==> src/bfs_pkg.sv <==
// shared types and constants for the byte ring fifo with peek and search
// no dependencies; imported by the interfaces, top level, controller, datapath and checker
`default_nettype none

package bfs_pkg;

  localparam int unsigned KIND_W  = 3;
  localparam int unsigned BYTE_W  = 8;
  localparam int unsigned COUNT_W = 9;
  localparam int unsigned BSZ_W   = 9;
  localparam int unsigned APB_AW  = 3;
  localparam int unsigned APB_DW  = 32;

  // request kinds
  localparam logic [KIND_W-1:0] KIND_PUT    = 3'd0;
  localparam logic [KIND_W-1:0] KIND_GET    = 3'd1;
  localparam logic [KIND_W-1:0] KIND_PEEK   = 3'd2;
  localparam logic [KIND_W-1:0] KIND_SEARCH = 3'd3;
  localparam logic [KIND_W-1:0] KIND_FLUSH  = 3'd4;

  // register index
  localparam logic REG_BUFFER_SIZE = 1'b0;

  typedef enum logic [2:0] {
    S_IDLE = 3'b001,
    S_READ = 3'b010,
    S_SCAN = 3'b100
  } state_t;

  typedef struct packed {
    logic take;      // request accepted this cycle
    logic rd_fin;    // memory data for get or peek is ready
    logic scan;      // search scan in progress
    logic res_load;  // load the result register
  } cmd_t;

  typedef struct packed {
    logic go_read;    // accepted request needs one memory read
    logic go_scan;    // accepted request starts a scan
    logic scan_hit;   // scanned entry matches
    logic scan_last;  // scanned entry is the last held one
  } status_t;

endpackage

`default_nettype wire

==> src/bfs_in_if.sv <==
// request channel of the byte ring fifo: valid, ready and the request fields
// depends on bfs_pkg
`default_nettype none

interface bfs_in_if;
  import bfs_pkg::*;

  logic                valid;
  logic                ready;
  logic [KIND_W-1:0]   kind;
  logic [BYTE_W-1:0]   data_in;
  logic [BYTE_W-1:0]   position;

  modport source (output valid, kind, data_in, position, input ready);
  modport sink   (input valid, kind, data_in, position, output ready);
endinterface

`default_nettype wire

==> src/bfs_out_if.sv <==
// result channel of the byte ring fifo: valid, ready and the result fields
// depends on bfs_pkg
`default_nettype none

interface bfs_out_if;
  import bfs_pkg::*;

  logic                valid;
  logic                ready;
  logic                ok;
  logic [BYTE_W-1:0]   data_out;
  logic [COUNT_W-1:0]  count;
  logic                empty_res;
  logic                full_res;

  modport source (output valid, ok, data_out, count, empty_res, full_res, input ready);
  modport sink   (input valid, ok, data_out, count, empty_res, full_res, output ready);
endinterface

`default_nettype wire

==> src/byte_ring_fifo_with_peek_search.sv <==
// byte ring fifo with peek and search, top level
// timing: put, flush, failed or unknown requests give their result in the cycle after
// acceptance; get and peek pass the registered store read and the read state; search
// scans, one held entry compared per cycle through the single store read port
// throughput: 1 put or flush per cycle while results are taken; get and peek stall input
// reset: synchronous, empties the fifo and sets buffer_size to 256; no store clearing
`default_nettype none

module byte_ring_fifo_with_peek_search #(
  parameter int unsigned DEPTH = 256
) (
  input  wire logic                         clk,
  input  wire logic                         rst_n,
  bfs_in_if.sink                            in_ch,
  bfs_out_if.source                         out_ch,
  input  wire logic                         psel,
  input  wire logic                         penable,
  input  wire logic                         pwrite,
  input  wire logic [bfs_pkg::APB_AW-1:0]   paddr,
  input  wire logic [bfs_pkg::APB_DW-1:0]   pwdata,
  output logic [bfs_pkg::APB_DW-1:0]        prdata,
  output logic                              pready
);
  import bfs_pkg::*;

  cmd_t              cmd;
  status_t           st;
  logic              cfg_we;
  logic              reg_idx;
  logic [BSZ_W-1:0]  cfg_rdata;

  assign pready  = 1'b1;
  assign reg_idx = paddr[APB_AW-1];
  assign cfg_we  = psel && penable && pwrite && (reg_idx == REG_BUFFER_SIZE);
  assign prdata  = (reg_idx == REG_BUFFER_SIZE) ? APB_DW'(cfg_rdata) : '0;

  bfs_ctrl u_ctrl (
    .clk       (clk),
    .rst_n     (rst_n),
    .in_valid  (in_ch.valid),
    .in_ready  (in_ch.ready),
    .out_valid (out_ch.valid),
    .out_ready (out_ch.ready),
    .st        (st),
    .cmd       (cmd)
  );

  bfs_datapath #(
    .DEPTH (DEPTH)
  ) u_datapath (
    .clk       (clk),
    .rst_n     (rst_n),
    .cmd       (cmd),
    .st        (st),
    .kind      (in_ch.kind),
    .data_in   (in_ch.data_in),
    .position  (in_ch.position),
    .cfg_we    (cfg_we),
    .cfg_wdata (pwdata[BSZ_W-1:0]),
    .cfg_rdata (cfg_rdata),
    .ok        (out_ch.ok),
    .data_out  (out_ch.data_out),
    .count     (out_ch.count),
    .empty_res (out_ch.empty_res),
    .full_res  (out_ch.full_res)
  );

endmodule

`default_nettype wire

==> src/bfs_ctrl.sv <==
// controller of the byte ring fifo: state machine, request ready and result valid
// depends on bfs_pkg
`default_nettype none

module bfs_ctrl (
  input  wire logic            clk,
  input  wire logic            rst_n,
  input  wire logic            in_valid,
  output logic                 in_ready,
  output logic                 out_valid,
  input  wire logic            out_ready,
  input  wire bfs_pkg::status_t st,
  output bfs_pkg::cmd_t        cmd
);
  import bfs_pkg::*;

  state_t state_r, state_nxt;
  logic   out_valid_r, out_valid_nxt;
  logic   take;

  assign in_ready  = (state_r == S_IDLE) && (!out_valid_r || out_ready);
  assign take      = in_valid && in_ready;
  assign out_valid = out_valid_r;

  always_comb begin
    state_nxt    = state_r;
    cmd.take     = 1'b0;
    cmd.rd_fin   = 1'b0;
    cmd.scan     = 1'b0;
    cmd.res_load = 1'b0;
    unique case (state_r)
      S_IDLE: begin
        if (take) begin
          cmd.take = 1'b1;
          if (st.go_read) begin
            state_nxt = S_READ;
          end else if (st.go_scan) begin
            state_nxt = S_SCAN;
          end else begin
            cmd.res_load = 1'b1;
          end
        end
      end
      S_READ: begin
        cmd.rd_fin   = 1'b1;
        cmd.res_load = 1'b1;
        state_nxt    = S_IDLE;
      end
      S_SCAN: begin
        cmd.scan = 1'b1;
        if (st.scan_hit || st.scan_last) begin
          cmd.res_load = 1'b1;
          state_nxt    = S_IDLE;
        end
      end
      default: begin
        state_nxt = S_IDLE;
      end
    endcase
  end

  // result slot frees on take and refills on load
  always_comb begin
    out_valid_nxt = out_valid_r;
    if (out_valid_r && out_ready) begin
      out_valid_nxt = 1'b0;
    end
    if (cmd.res_load) begin
      out_valid_nxt = 1'b1;
    end
  end

  always_ff @(posedge clk) begin
    if (!rst_n) begin
      state_r     <= S_IDLE;
      out_valid_r <= 1'b0;
    end else begin
      state_r     <= state_nxt;
      out_valid_r <= out_valid_nxt;
    end
  end

endmodule

`default_nettype wire

==> src/bfs_datapath.sv <==
// datapath of the byte ring fifo: store memory, pointers, count, size register,
// scan registers and result register; depends on bfs_pkg
`default_nettype none

module bfs_datapath #(
  parameter int unsigned DEPTH = 256
) (
  input  wire logic                         clk,
  input  wire logic                         rst_n,
  input  wire bfs_pkg::cmd_t                cmd,
  output bfs_pkg::status_t                  st,
  input  wire logic [bfs_pkg::KIND_W-1:0]   kind,
  input  wire logic [bfs_pkg::BYTE_W-1:0]   data_in,
  input  wire logic [bfs_pkg::BYTE_W-1:0]   position,
  input  wire logic                         cfg_we,
  input  wire logic [bfs_pkg::BSZ_W-1:0]    cfg_wdata,
  output logic [bfs_pkg::BSZ_W-1:0]         cfg_rdata,
  output logic                              ok,
  output logic [bfs_pkg::BYTE_W-1:0]        data_out,
  output logic [bfs_pkg::COUNT_W-1:0]       count,
  output logic                              empty_res,
  output logic                              full_res
);
  import bfs_pkg::*;

  localparam int unsigned PW = $clog2(DEPTH);
  localparam int unsigned CW = $clog2(DEPTH + 1);
  localparam int unsigned KW = (CW > BYTE_W) ? CW : BYTE_W;
  localparam int unsigned SW = (CW > BSZ_W) ? CW : BSZ_W;
  localparam int unsigned RST_SIZE = (DEPTH < 256) ? DEPTH : 256;

  logic [BYTE_W-1:0]  store_r [DEPTH];
  logic [BYTE_W-1:0]  rdata_r;

  logic [PW-1:0]      head_r, head_nxt, tail_r, tail_nxt;
  logic [CW-1:0]      count_r, count_nxt;
  logic [CW-1:0]      size_r, size_nxt;
  logic [BSZ_W-1:0]   bsz_r, bsz_nxt;
  logic [BYTE_W-1:0]  key_r, key_nxt;
  logic [PW-1:0]      scan_idx_r, scan_idx_nxt;
  logic [CW-1:0]      scan_left_r, scan_left_nxt;

  logic               ok_r, ok_nxt;
  logic [BYTE_W-1:0]  dout_r, dout_nxt;
  logic [COUNT_W-1:0] cnt_res_r, cnt_res_nxt;
  logic               empty_r, empty_nxt;
  logic               full_r, full_nxt;

  logic               mem_we, mem_re;
  logic [PW-1:0]      mem_addr;
  logic               put_ok, get_ok, peek_ok;
  logic [PW:0]        peek_sum;
  logic [PW-1:0]      peek_idx;
  logic [CW-1:0]      size_clamp;
  logic [CW-1:0]      cnt_src;

  function automatic logic [PW-1:0] adv(input logic [PW-1:0] p, input logic [CW-1:0] s);
    logic [PW:0] n;
    n = (PW+1)'(p) + (PW+1)'(1);
    if (n >= (PW+1)'(s)) begin
      adv = '0;
    end else begin
      adv = n[PW-1:0];
    end
  endfunction

  assign put_ok  = (count_r != size_r);
  assign get_ok  = (count_r != '0);
  assign peek_ok = (KW'(position) < KW'(count_r));

  // offset wraps at the used size, not at the built depth
  assign peek_sum = (PW+1)'(head_r) + (PW+1)'(position);
  assign peek_idx = (peek_sum >= (PW+1)'(size_r)) ? PW'(peek_sum - (PW+1)'(size_r))
                                                  : peek_sum[PW-1:0];

  assign size_clamp = (cfg_wdata == '0)                  ? CW'(1) :
                      (SW'(cfg_wdata) > SW'(DEPTH))      ? CW'(DEPTH) :
                                                           CW'(cfg_wdata);

  assign st.go_read   = ((kind == KIND_GET) && get_ok) || ((kind == KIND_PEEK) && peek_ok);
  assign st.go_scan   = (kind == KIND_SEARCH) && get_ok;
  assign st.scan_hit  = (rdata_r == key_r);
  assign st.scan_last = (scan_left_r == CW'(1));

  always_comb begin
    head_nxt      = head_r;
    tail_nxt      = tail_r;
    count_nxt     = count_r;
    size_nxt      = size_r;
    bsz_nxt       = bsz_r;
    key_nxt       = key_r;
    scan_idx_nxt  = scan_idx_r;
    scan_left_nxt = scan_left_r;
    mem_we        = 1'b0;
    mem_re        = 1'b0;
    mem_addr      = head_r;
    ok_nxt        = 1'b0;
    dout_nxt      = '0;
    cnt_src       = count_r;
    if (cfg_we) begin
      bsz_nxt   = cfg_wdata;
      size_nxt  = size_clamp;
      head_nxt  = '0;
      tail_nxt  = '0;
      count_nxt = '0;
    end else if (cmd.take) begin
      case (kind)
        KIND_PUT: begin
          if (put_ok) begin
            mem_we    = 1'b1;
            mem_addr  = tail_r;
            tail_nxt  = adv(tail_r, size_r);
            count_nxt = count_r + CW'(1);
            ok_nxt    = 1'b1;
          end
        end
        KIND_GET: begin
          // pointer and count move now; data comes back next cycle
          if (get_ok) begin
            mem_re    = 1'b1;
            mem_addr  = head_r;
            head_nxt  = adv(head_r, size_r);
            count_nxt = count_r - CW'(1);
          end
        end
        KIND_PEEK: begin
          if (peek_ok) begin
            mem_re   = 1'b1;
            mem_addr = peek_idx;
          end
        end
        KIND_SEARCH: begin
          if (get_ok) begin
            mem_re        = 1'b1;
            mem_addr      = head_r;
            key_nxt       = data_in;
            scan_idx_nxt  = adv(head_r, size_r);
            scan_left_nxt = count_r;
          end
        end
        KIND_FLUSH: begin
          head_nxt  = tail_r;
          count_nxt = '0;
          ok_nxt    = 1'b1;
        end
        default: begin
        end
      endcase
      cnt_src = count_nxt;
    end else if (cmd.rd_fin) begin
      ok_nxt   = 1'b1;
      dout_nxt = rdata_r;
    end else if (cmd.scan) begin
      ok_nxt = st.scan_hit;
      if (!st.scan_hit && !st.scan_last) begin
        mem_re        = 1'b1;
        mem_addr      = scan_idx_r;
        scan_idx_nxt  = adv(scan_idx_r, size_r);
        scan_left_nxt = scan_left_r - CW'(1);
      end
    end
    cnt_res_nxt = COUNT_W'(cnt_src);
    empty_nxt   = (cnt_src == '0);
    full_nxt    = (cnt_src == size_r);
  end

  // single-port store with registered read
  always_ff @(posedge clk) begin
    if (mem_we) begin
      store_r[mem_addr] <= data_in;
    end
    if (mem_re) begin
      rdata_r <= store_r[mem_addr];
    end
  end

  always_ff @(posedge clk) begin
    if (!rst_n) begin
      head_r  <= '0;
      tail_r  <= '0;
      count_r <= '0;
      size_r  <= CW'(RST_SIZE);
      bsz_r   <= BSZ_W'(256);
    end else begin
      head_r  <= head_nxt;
      tail_r  <= tail_nxt;
      count_r <= count_nxt;
      size_r  <= size_nxt;
      bsz_r   <= bsz_nxt;
    end
  end

  always_ff @(posedge clk) begin
    key_r       <= key_nxt;
    scan_idx_r  <= scan_idx_nxt;
    scan_left_r <= scan_left_nxt;
    if (cmd.res_load) begin
      ok_r      <= ok_nxt;
      dout_r    <= dout_nxt;
      cnt_res_r <= cnt_res_nxt;
      empty_r   <= empty_nxt;
      full_r    <= full_nxt;
    end
  end

  assign cfg_rdata = bsz_r;
  assign ok        = ok_r;
  assign data_out  = dout_r;
  assign count     = cnt_res_r;
  assign empty_res = empty_r;
  assign full_res  = full_r;

endmodule

`default_nettype wire

==> src/flat_wrapper.sv <==
// flat-port wrapper written by rule: the top's interface ports become plain ports
module byte_ring_fifo_with_peek_search_flat import bfs_pkg::*;
#(
  parameter int unsigned DEPTH = 256
)
  (clk, rst_n, psel, penable, pwrite, paddr, pwdata, prdata, pready, in_ch_valid, in_ch_kind, in_ch_data_in, in_ch_position, in_ch_ready, out_ch_valid, out_ch_ok, out_ch_data_out, out_ch_count, out_ch_empty_res, out_ch_full_res, out_ch_ready);
  bfs_in_if in_ch_i ();
  bfs_out_if out_ch_i ();
  input  wire logic clk;
  input  wire logic rst_n;
  input  wire logic psel;
  input  wire logic penable;
  input  wire logic pwrite;
  input  wire logic [bfs_pkg::APB_AW-1:0] paddr;
  input  wire logic [bfs_pkg::APB_DW-1:0] pwdata;
  output logic [bfs_pkg::APB_DW-1:0] prdata;
  output logic pready;
  input wire logic [$bits(in_ch_i.valid)-1:0] in_ch_valid;
  input wire logic [$bits(in_ch_i.kind)-1:0] in_ch_kind;
  input wire logic [$bits(in_ch_i.data_in)-1:0] in_ch_data_in;
  input wire logic [$bits(in_ch_i.position)-1:0] in_ch_position;
  output wire logic [$bits(in_ch_i.ready)-1:0] in_ch_ready;
  output wire logic [$bits(out_ch_i.valid)-1:0] out_ch_valid;
  output wire logic [$bits(out_ch_i.ok)-1:0] out_ch_ok;
  output wire logic [$bits(out_ch_i.data_out)-1:0] out_ch_data_out;
  output wire logic [$bits(out_ch_i.count)-1:0] out_ch_count;
  output wire logic [$bits(out_ch_i.empty_res)-1:0] out_ch_empty_res;
  output wire logic [$bits(out_ch_i.full_res)-1:0] out_ch_full_res;
  input wire logic [$bits(out_ch_i.ready)-1:0] out_ch_ready;
  assign in_ch_i.valid = in_ch_valid;
  assign in_ch_i.kind = in_ch_kind;
  assign in_ch_i.data_in = in_ch_data_in;
  assign in_ch_i.position = in_ch_position;
  assign in_ch_ready = in_ch_i.ready;
  assign out_ch_valid = out_ch_i.valid;
  assign out_ch_ok = out_ch_i.ok;
  assign out_ch_data_out = out_ch_i.data_out;
  assign out_ch_count = out_ch_i.count;
  assign out_ch_empty_res = out_ch_i.empty_res;
  assign out_ch_full_res = out_ch_i.full_res;
  assign out_ch_i.ready = out_ch_ready;
  byte_ring_fifo_with_peek_search #(.DEPTH(DEPTH)) u_core (.clk(clk), .rst_n(rst_n), .in_ch(in_ch_i), .out_ch(out_ch_i), .psel(psel), .penable(penable), .pwrite(pwrite), .paddr(paddr), .pwdata(pwdata), .prdata(prdata), .pready(pready));
endmodule
==> config.mk <==
export PLATFORM = sky130hd
export DESIGN_NAME = byte_ring_fifo_with_peek_search_flat
export DESIGN_NICKNAME = d
export VERILOG_FILES = /design/src/bfs_pkg.sv /design/src/bfs_in_if.sv /design/src/bfs_out_if.sv /design/src/byte_ring_fifo_with_peek_search.sv /design/src/bfs_ctrl.sv /design/src/bfs_datapath.sv /design/src/flat_wrapper.sv
export SDC_FILE = /design/constraint.sdc
export NUM_CORES = 2
export LEC_CHECK = 0
export BUFFER_PORTS_ARGS = -buffer_cell sky130_fd_sc_hd__buf_2
export CORE_ASPECT_RATIO = 2
export CORE_MARGIN = 2
export CORE_UTILIZATION = 40
export CTS_CLUSTER_DIAMETER = 40
export CTS_CLUSTER_SIZE = 24
export DETAILED_ROUTE_END_ITERATION = 10
export HOLD_SLACK_MARGIN = 0.12
export PLACE_DENSITY_LB_ADDON = 0.15
export SLEW_MARGIN = 20
export SYNTH_ARGS = -nofsm -noshare
export SYNTH_HDL_FRONTEND = slang
export SYNTH_SLANG_ARGS = --single-unit
==> constraint.sdc <==
create_clock -name clk -period 15.3 [get_ports clk]
set_input_delay 3.825 -clock clk [delete_from_list [all_inputs] [get_ports clk]]
set_output_delay 3.825 -clock clk [all_outputs]
set_load 0.01 [all_outputs]
* Yosys cells after proc, flatten, opt, wreduce, memory -nomap -nowiden
Memory sizes are Yosys's and may differ from the RTL's. A register that Yosys moved wholly into a read port is not among the register bits.
Cells that the tools add are included.
** Word-level totals
- Logic and storage cells :: 151
- Memory bits (writable) :: 2048
- Flip-flop bits (word level) :: 92
- Memories :: 1
- Output and inout port bits :: 55
** Cells by class
- Order comparisons :: 6
- Add/sub/neg operators :: 8
- Equality and inequality tests :: 18
- Bitwise gates (word level) :: 4
- Reduce and logical (&&, ||, !) cells :: 32
- Mux-type cells :: 67
** Memories
- u_core.u_datapath.store_r :: depth 256, bits a word 8, rd ports 1, clocked after memory_dff 1, write ports 1, line bfs_datapath.sv:32 : logic [BYTE_W-1:0] store_r [DEPTH];
** Operators by type and width (count)
- 8-bit 2-to-1 mux :: 17
- 9-bit 2-to-1 mux :: 13
- 9-bit >= comparator :: 4
- 8-bit case mux with 2 select lines :: 2
- 8-bit by 1-bit adder with 9-bit output, second input constant :: 3
- 9-bit case mux with 3 select lines :: 1
- 1-bit 2-to-1 mux :: 26
- 9-bit logical NOT :: 2
- 9-bit by 1-bit subtractor with 9-bit output, second input constant :: 2
- 3-bit 2-to-1 mux :: 4
- 1-bit logical AND :: 10
- 2-bit != test, second input constant :: 5
- 8-bit by 8-bit adder with 9-bit output :: 1
- 9-bit by 1-bit adder with 9-bit output, second input constant :: 1
- 3-bit by 2-bit == test with 1-bit output, second input constant :: 3
- 9-bit by 1-bit == test with 1-bit output, second input constant :: 1
- 9-bit == test :: 1
- 9-bit greater-than comparator, second input constant :: 1
- 8-bit by 9-bit < comparator with 1-bit output :: 1
- 9-bit != test :: 1
- 3-bit AND reduction :: 3
- 9-bit nonzero test :: 1
- 8-bit == test :: 1
- 2-bit nonzero test :: 4
- other kinds (16) :: 27

* Depth between registers and ports, before layout
- Depth after elaboration :: 10
- Mapped depth :: 27
- Depth with buffers taken out :: 23

* Hierarchy
Synthesis repeated with hierarchy kept, for this count alone.
** Second synthesis, totals
- Cell total of the unflattened synthesis :: 5086
- Area total of the unflattened synthesis :: 86646.9 µm²
** Modules (own cells, without submodules)
- bfs_datapath :: times used 1, cells each 5021, area each 86113.8 µm², sequential area each 63951.3 µm²
- byte_ring_fifo_with_peek_search :: times used 1, cells each 36, area each 276.5 µm², sequential area each 0.0 µm²
- bfs_ctrl :: times used 1, cells each 29, area each 256.5 µm², sequential area each 80.1 µm²

* Least setup slack after synthesis
No wires, ideal clock.
- Kind :: input to register
- Start :: in in_ch_position[0]
- End :: mem u_core.u_datapath.store_r[110][0], enable pin
- Path buffers :: 5
- Arrival time :: 8.317 ns
- Library setup time :: 0.370 ns
- Setup slack :: 6.613 ns
- Stages on the path :: 25
- Data required time :: 14.930 ns
- Cells stage by stage :: ha_1 -> inv_1 -> fa_1 -> nor2b_1 -> o21ai_0 -> a21boi_0 -> o21ai_0 -> nand2b_1 -> a21o_1 -> a21o_1 -> ha_1 -> nand4_1 -> or2_2 -> a211o_1 -> a311o_1 -> o21ai_1 -> buf_2 -> buf_4 -> buf_4 -> buf_4 -> nand3_1 -> nor2_1 -> nand2_1 -> buf_2 -> nor2_1
** On the way
- Longest elaborated chain between the ends :: 7
- Elaborated cells between the ends (all ways) :: 9
- Classes of those cells :: add/sub (2); order compare (2); mux (5)
** Ends and longest elaborated chain
- start: declaration :: line flat_wrapper.sv:21 : input wire logic [$bits(in_ch_i.position)-1:0] in_ch_position;
- 8-bit by 8-bit adder with 9-bit output :: line bfs_datapath.sv:72 : assign peek_sum = (PW+1)'(head_r) + (PW+1)'(position);
- 8-bit subtractor / 9-bit >= comparator (equally long branches) :: line bfs_datapath.sv:73 : assign peek_idx = (peek_sum >= (PW+1)'(size_r)) ? PW'(peek_sum - (PW+1)'(size_r))
- 8-bit 2-to-1 mux :: line bfs_datapath.sv:73
- 8-bit 2-to-1 mux * :: line bfs_datapath.sv:127 : if (peek_ok) begin
- 8-bit case mux with 2 select lines * :: line bfs_datapath.sv:107 : case (kind)
- 8-bit 2-to-1 mux * :: line bfs_datapath.sv:106 : end else if (cmd.take) begin
- 8-bit 2-to-1 mux * :: line bfs_datapath.sv:100 : if (cfg_we) begin
- end: declaration :: line bfs_datapath.sv:32
Every way passes the cells marked *; elsewhere a longest branch is shown, timed or not.

* Final worst setup path
- Start :: in in_ch_position[0]
- End :: reg u_core.u_datapath.rdata_r[0], read port of u_core.u_datapath.store_r, data pin
** On the way
- Longest elaborated chain between the ends :: 7
- Elaborated cells between the ends (all ways) :: 13
- Classes of those cells :: add/sub (2); order compare (2); mux (9)
** Ends and longest elaborated chain
- 8-bit by 8-bit adder with 9-bit output :: line bfs_datapath.sv:72
- 8-bit subtractor / 9-bit >= comparator (equally long branches) :: line bfs_datapath.sv:73
- 8-bit 2-to-1 mux :: line bfs_datapath.sv:73
- 8-bit 2-to-1 mux :: line bfs_datapath.sv:127
- 8-bit case mux with 2 select lines :: line bfs_datapath.sv:107
- 8-bit 2-to-1 mux :: line bfs_datapath.sv:106
- 8-bit 2-to-1 mux :: line bfs_datapath.sv:100
- end: declaration :: line bfs_datapath.sv:33 : logic [BYTE_W-1:0] rdata_r;
Several ways; a longest one is shown, not always the timed one.
A chain may end at the register's enable or synchronous reset.

==> impl_metrics.tcl <==
set metrics [dict create \
    cts_tree "yes" \
    nNetsFinal 6770 \
    synthMuxAreaShare_pct 2.423 \
    peakVddDrop_uv 91.32 \
    grt_usage_pct 23.58 \
    synth_top_family_by_area "simple AND/OR/NAND/NOR gates" \
    final.period_utilization_pct 72.47 \
    synth-simple-area-share_pct 10.96 \
    yosysWarnings 0 \
    synth.cell_area_um2 88730 \
    post_cts_buffers 0 \
    synth_xor_area_share_pct 0.6021 \
    combPwrFrac_pct 10.4 \
    max_cap_viol_count 0 \
    p_leak_nw 32.40 \
    placed_area_um2 92130 \
    insertion_delay_ns 0.84 \
    synthAdderAreaFrac_pct 0.8630 \
    clk_pin_slew_ns 0.08 \
    syn_inst 6750 \
    grt_max_degree 167 \
    p_per_area_nw_per_um2 125.8 \
    fmax_mhz 90.19 \
    core_region_area_um2 220700 \
    hp-start "u_core.u_datapath.cfg_rdata[3]$_SDFFE_PN0P_" \
    die_w_um 337.0 \
    cts_resized 0 \
    synth_top_area_share_pct 71.10 \
    post-route-drc-count 0 \
    die_area_um2 225800 \
    synth_edf_count 2101 \
    synth_compound_area_share_pct 10.15 \
    start_kind "input port" \
    fin_crit_ns 11.09 \
    wire_per_inst_um 27.79 \
    fin_setup_tns_ns 0 \
    internal_power_w 0.009096 \
    hold_viol 0 \
    setup.worst_path.start "in_ch_position[0]" \
    gr-total-overflow 0 \
    whs_ns 0.4524 \
    switching_share_pct 26.02 \
    pwr-share-seq_pct 52.6 \
    yosysUniqueCellTypes 86 \
    r2r_slack_ns 6.74 \
    maxSlewHeadroom_pct 6.602 \
    grt_pass1_wl_um 387800 \
    crit_path_top_delay_cell "o31ai_1" \
    ys_ff_latch 2148 \
    synthTopCellsByArea "edfxtp_1, nand2_1, a21oi_1" \
    cp.arrival_ns 11.56 \
    io_pins 116 \
    cpPeakStageDelay_ns 0.76 \
    rows 244 \
    hold_buffers 0 \
    crit_top_cell "buf_4" \
    vias 55000 \
    holdPathEnd "u_core.u_datapath.cfg_rdata[3]$_SDFFE_PN0P_" \
    syn_avg_cell_area_um2 13.15 \
    criticalPathCategory "input port to flop" \
    syn_to_final_growth_pct 10.12 \
    worstHoldPathType "flop to flop" \
    async_reset_ff_share_pct 0 \
    rr_worst_depth 24 \
    clockRootBuffer "clkbuf_16" \
    r2r_end "u_core.u_datapath.rdata_r[0]$_DFFE_PP_" \
    drv_slew 0 \
    io_buffers 66 \
    clk_path_buf_depth 4 \
    cts_max_level 4 \
    cts.sinks 2148 \
    final_area_um2 97720 \
    holdPathStages 2 \
    place_congestion 0.8951 \
    rsz0062_at_grt "false" \
    status "complete, no violations" \
    p_switching_w 0.003199 \
    critPathCaptureType "flop" \
    timing.rr.start "u_core.u_datapath.head_r[0]$_SDFFE_PP0P_" \
    path_max_fanout 65 \
    crit_required_ns 15.77 \
    finClkSkew_ns 0.04809 \
    synth_sequential_area_ratio_pct 72.16 \
    die_y_um 670.1 \
    wl_um 270500 \
    first_global_vias 54250 \
    grt_antenna_before_repair 7 \
    start_util_pct 40.20 \
    via_per_inst 5.651 \
    synth_largest_area_cell "edfxtp_1" \
    drive_above_1_share_pct 8.401 \
    p_clk_share_pct 37.0 \
    cts_buffers 163 \
    drtIter0Drc 4859 \
    firstDrtPassIters 6 \
    hpwlAfterDp_um 164900 \
    finalSetupViolCount 0 \
    antenna_left 0 \
    worstMarginPinSlew_ns 1.386 \
    synthFlopType "edfxtp_1" \
]
==> Yosys cell counts (all sizes together) (11+ instances only) <==
cell type and n:
o22ai 33, mux2i 181, nand3 277, nor3 25
a31oi 28, a21oi 688, xnor2 32, dfxtp 47
nand4 57, a22oi 159, o21ai 50, a21o 28
nor2b 19, o211ai 77, mux2 30, nand2b 20
nor4 17, buf 257, a32o 20, and2 41
clkbuf 223, o2111ai 15, inv 66, a211oi 20
xor2 29, nor2 349, a221oi 47, a41oi 30
o41ai 26, ha 58, edfxtp 2101, a2111oi 15
nand2 1481, o31ai 11, a32oi 93
==> placed cells by master, fill, tap and decap left out, drive strengths merged, types with 17 or more instances in the layout <==
master and instances:
edfxtp 2101, nand2 1481, a21oi 688, nor2 349, nand3 277, buf 192
mux2i 181, clkbuf 171, a22oi 159, inv 110, a32oi 93, o211ai 77
ha 58, nand4 57, o21ai 50, dfxtp 47, a221oi 47, clkinv 47
and2 41, o22ai 33, xnor2 32, mux2 30, a41oi 30, xor2 29
a21o 28, a31oi 28, o41ai 26, nor3 25, conb 24, a211oi 20
a32o 20, nand2b 20, nor2b 19, nor4 17
==> worst max-delay path: cells and delay by family <==
family | cells | cell delay, ns
AO/OA/AOI/OAI | 9 | 2.80
buffers and inverters | 5 | 1.82
AND/OR/NAND/NOR | 6 | 1.46
adder cells (fa/ha/maj) | 3 | 0.87
multiplexers | 1 | 0.41
XOR/XNOR | 1 | 0.25
==> power groups by stage <==
stage               registers (W)  logic, W  clock network (W)
floorplan                 0.00660  0.000737                  0
global placement          0.00660   0.00126                  0
detailed placement        0.00660   0.00128                  0
CTS                       0.00647   0.00128            0.00464
global route              0.00647   0.00137            0.00482
finish                    0.00647   0.00127            0.00455
==> metrics by stage <==
| stage | setup WS, ns | power [W] | cells | utilization [%] |
|---|---|---|---|---|
| 2_1_floorplan | 6.613 | 0.007338 | 6772 | - |
| 5_1_grt | 4.044 | 0.01265 | 9728 | 44.27 |
| 4_1_cts | 4.461 | 0.01239 | 9725 | 44.26 |
| 3_5_place_dp | 3.589 | 0.007878 | 9436 | 41.74 |
| 6_report | 4.212 | 0.01230 | 9732 | 44.27 |
| 3_3_place_gp | 3.638 | 0.007866 | 9436 | 41.74 |
==> flip-flops by register name (all words and copies together) (netlist names), 3 cells and up <==
signal and flops:
u_core.u_datapath.tail_r 8, u_core.u_datapath.count 9, u_core.u_datapath.scan_left_r 9, u_core.u_datapath.scan_idx_r 8
u_core.u_datapath.key_r 8, u_core.u_datapath.store_r 2048, u_core.u_datapath.size_r 9, u_core.u_ctrl.state_r 3
u_core.u_datapath.data_out 8, u_core.u_datapath.cfg_rdata 9, u_core.u_datapath.rdata_r 8, u_core.u_datapath.count_r 9
u_core.u_datapath.head_r 8
==> per-layer routing <==
layer | vias to the layer above | GRT usage [%] | wire length (um)
li1 | 24930 | - | -
met4 | 2 | 11.98 | 15640
met1 | 27920 | 26.88 | 97840
met3 | 432 | 2.333 | 12310
met2 | 1711 | 43.30 | 144700
met5 | - | 0 | 13
==> worst max path at each step <==
stage / end / slack [ns] / cells after the start
2_1_floorplan: u_core.u_datapath.store_r[110][0]$_DFFE_PP_ / 6.61 / 25
3_3_place_gp: u_core.u_datapath.rdata_r[6]$_DFFE_PP_ / 3.64 / 25
3_5_place_dp: u_core.u_datapath.rdata_r[6]$_DFFE_PP_ / 3.59 / 25
4_1_cts: u_core.u_datapath.rdata_r[6]$_DFFE_PP_ / 4.46 / 25
5_1_grt: u_core.u_datapath.rdata_r[0]$_DFFE_PP_ / 4.04 / 26
6_report: u_core.u_datapath.rdata_r[0]$_DFFE_PP_ / 4.21 / 25
==> logic make-up (layout without fill, tap and decap cells) <==
kind of cell | count (synthesis) | count (layout)
muxes | 211 | 211
other | 2 | 31
DFF | 2148 | 2148
adders and majority gates | 60 | 60
buffers and inverters | 547 | 548
and+or+nand+nor | 2329 | 2329
AOI/OAI and AO/OA | 1392 | 1392
xor gates and xnor gates | 61 | 61
==> area by class of cell <==
type	count	area [um2]
Timing Repair Buffer	192	1632
Clock inverter	118	1373
Inverter	67	251.5
Clock buffer	171	4194
Tap cell	2952	3694
Fill cell	19850	123000
Sequential cell	2148	64030
Antenna cell	7	17.52
Multi-Input combinational cell	4077	22520
Note: power is estimated with default switching activity, not from simulation.
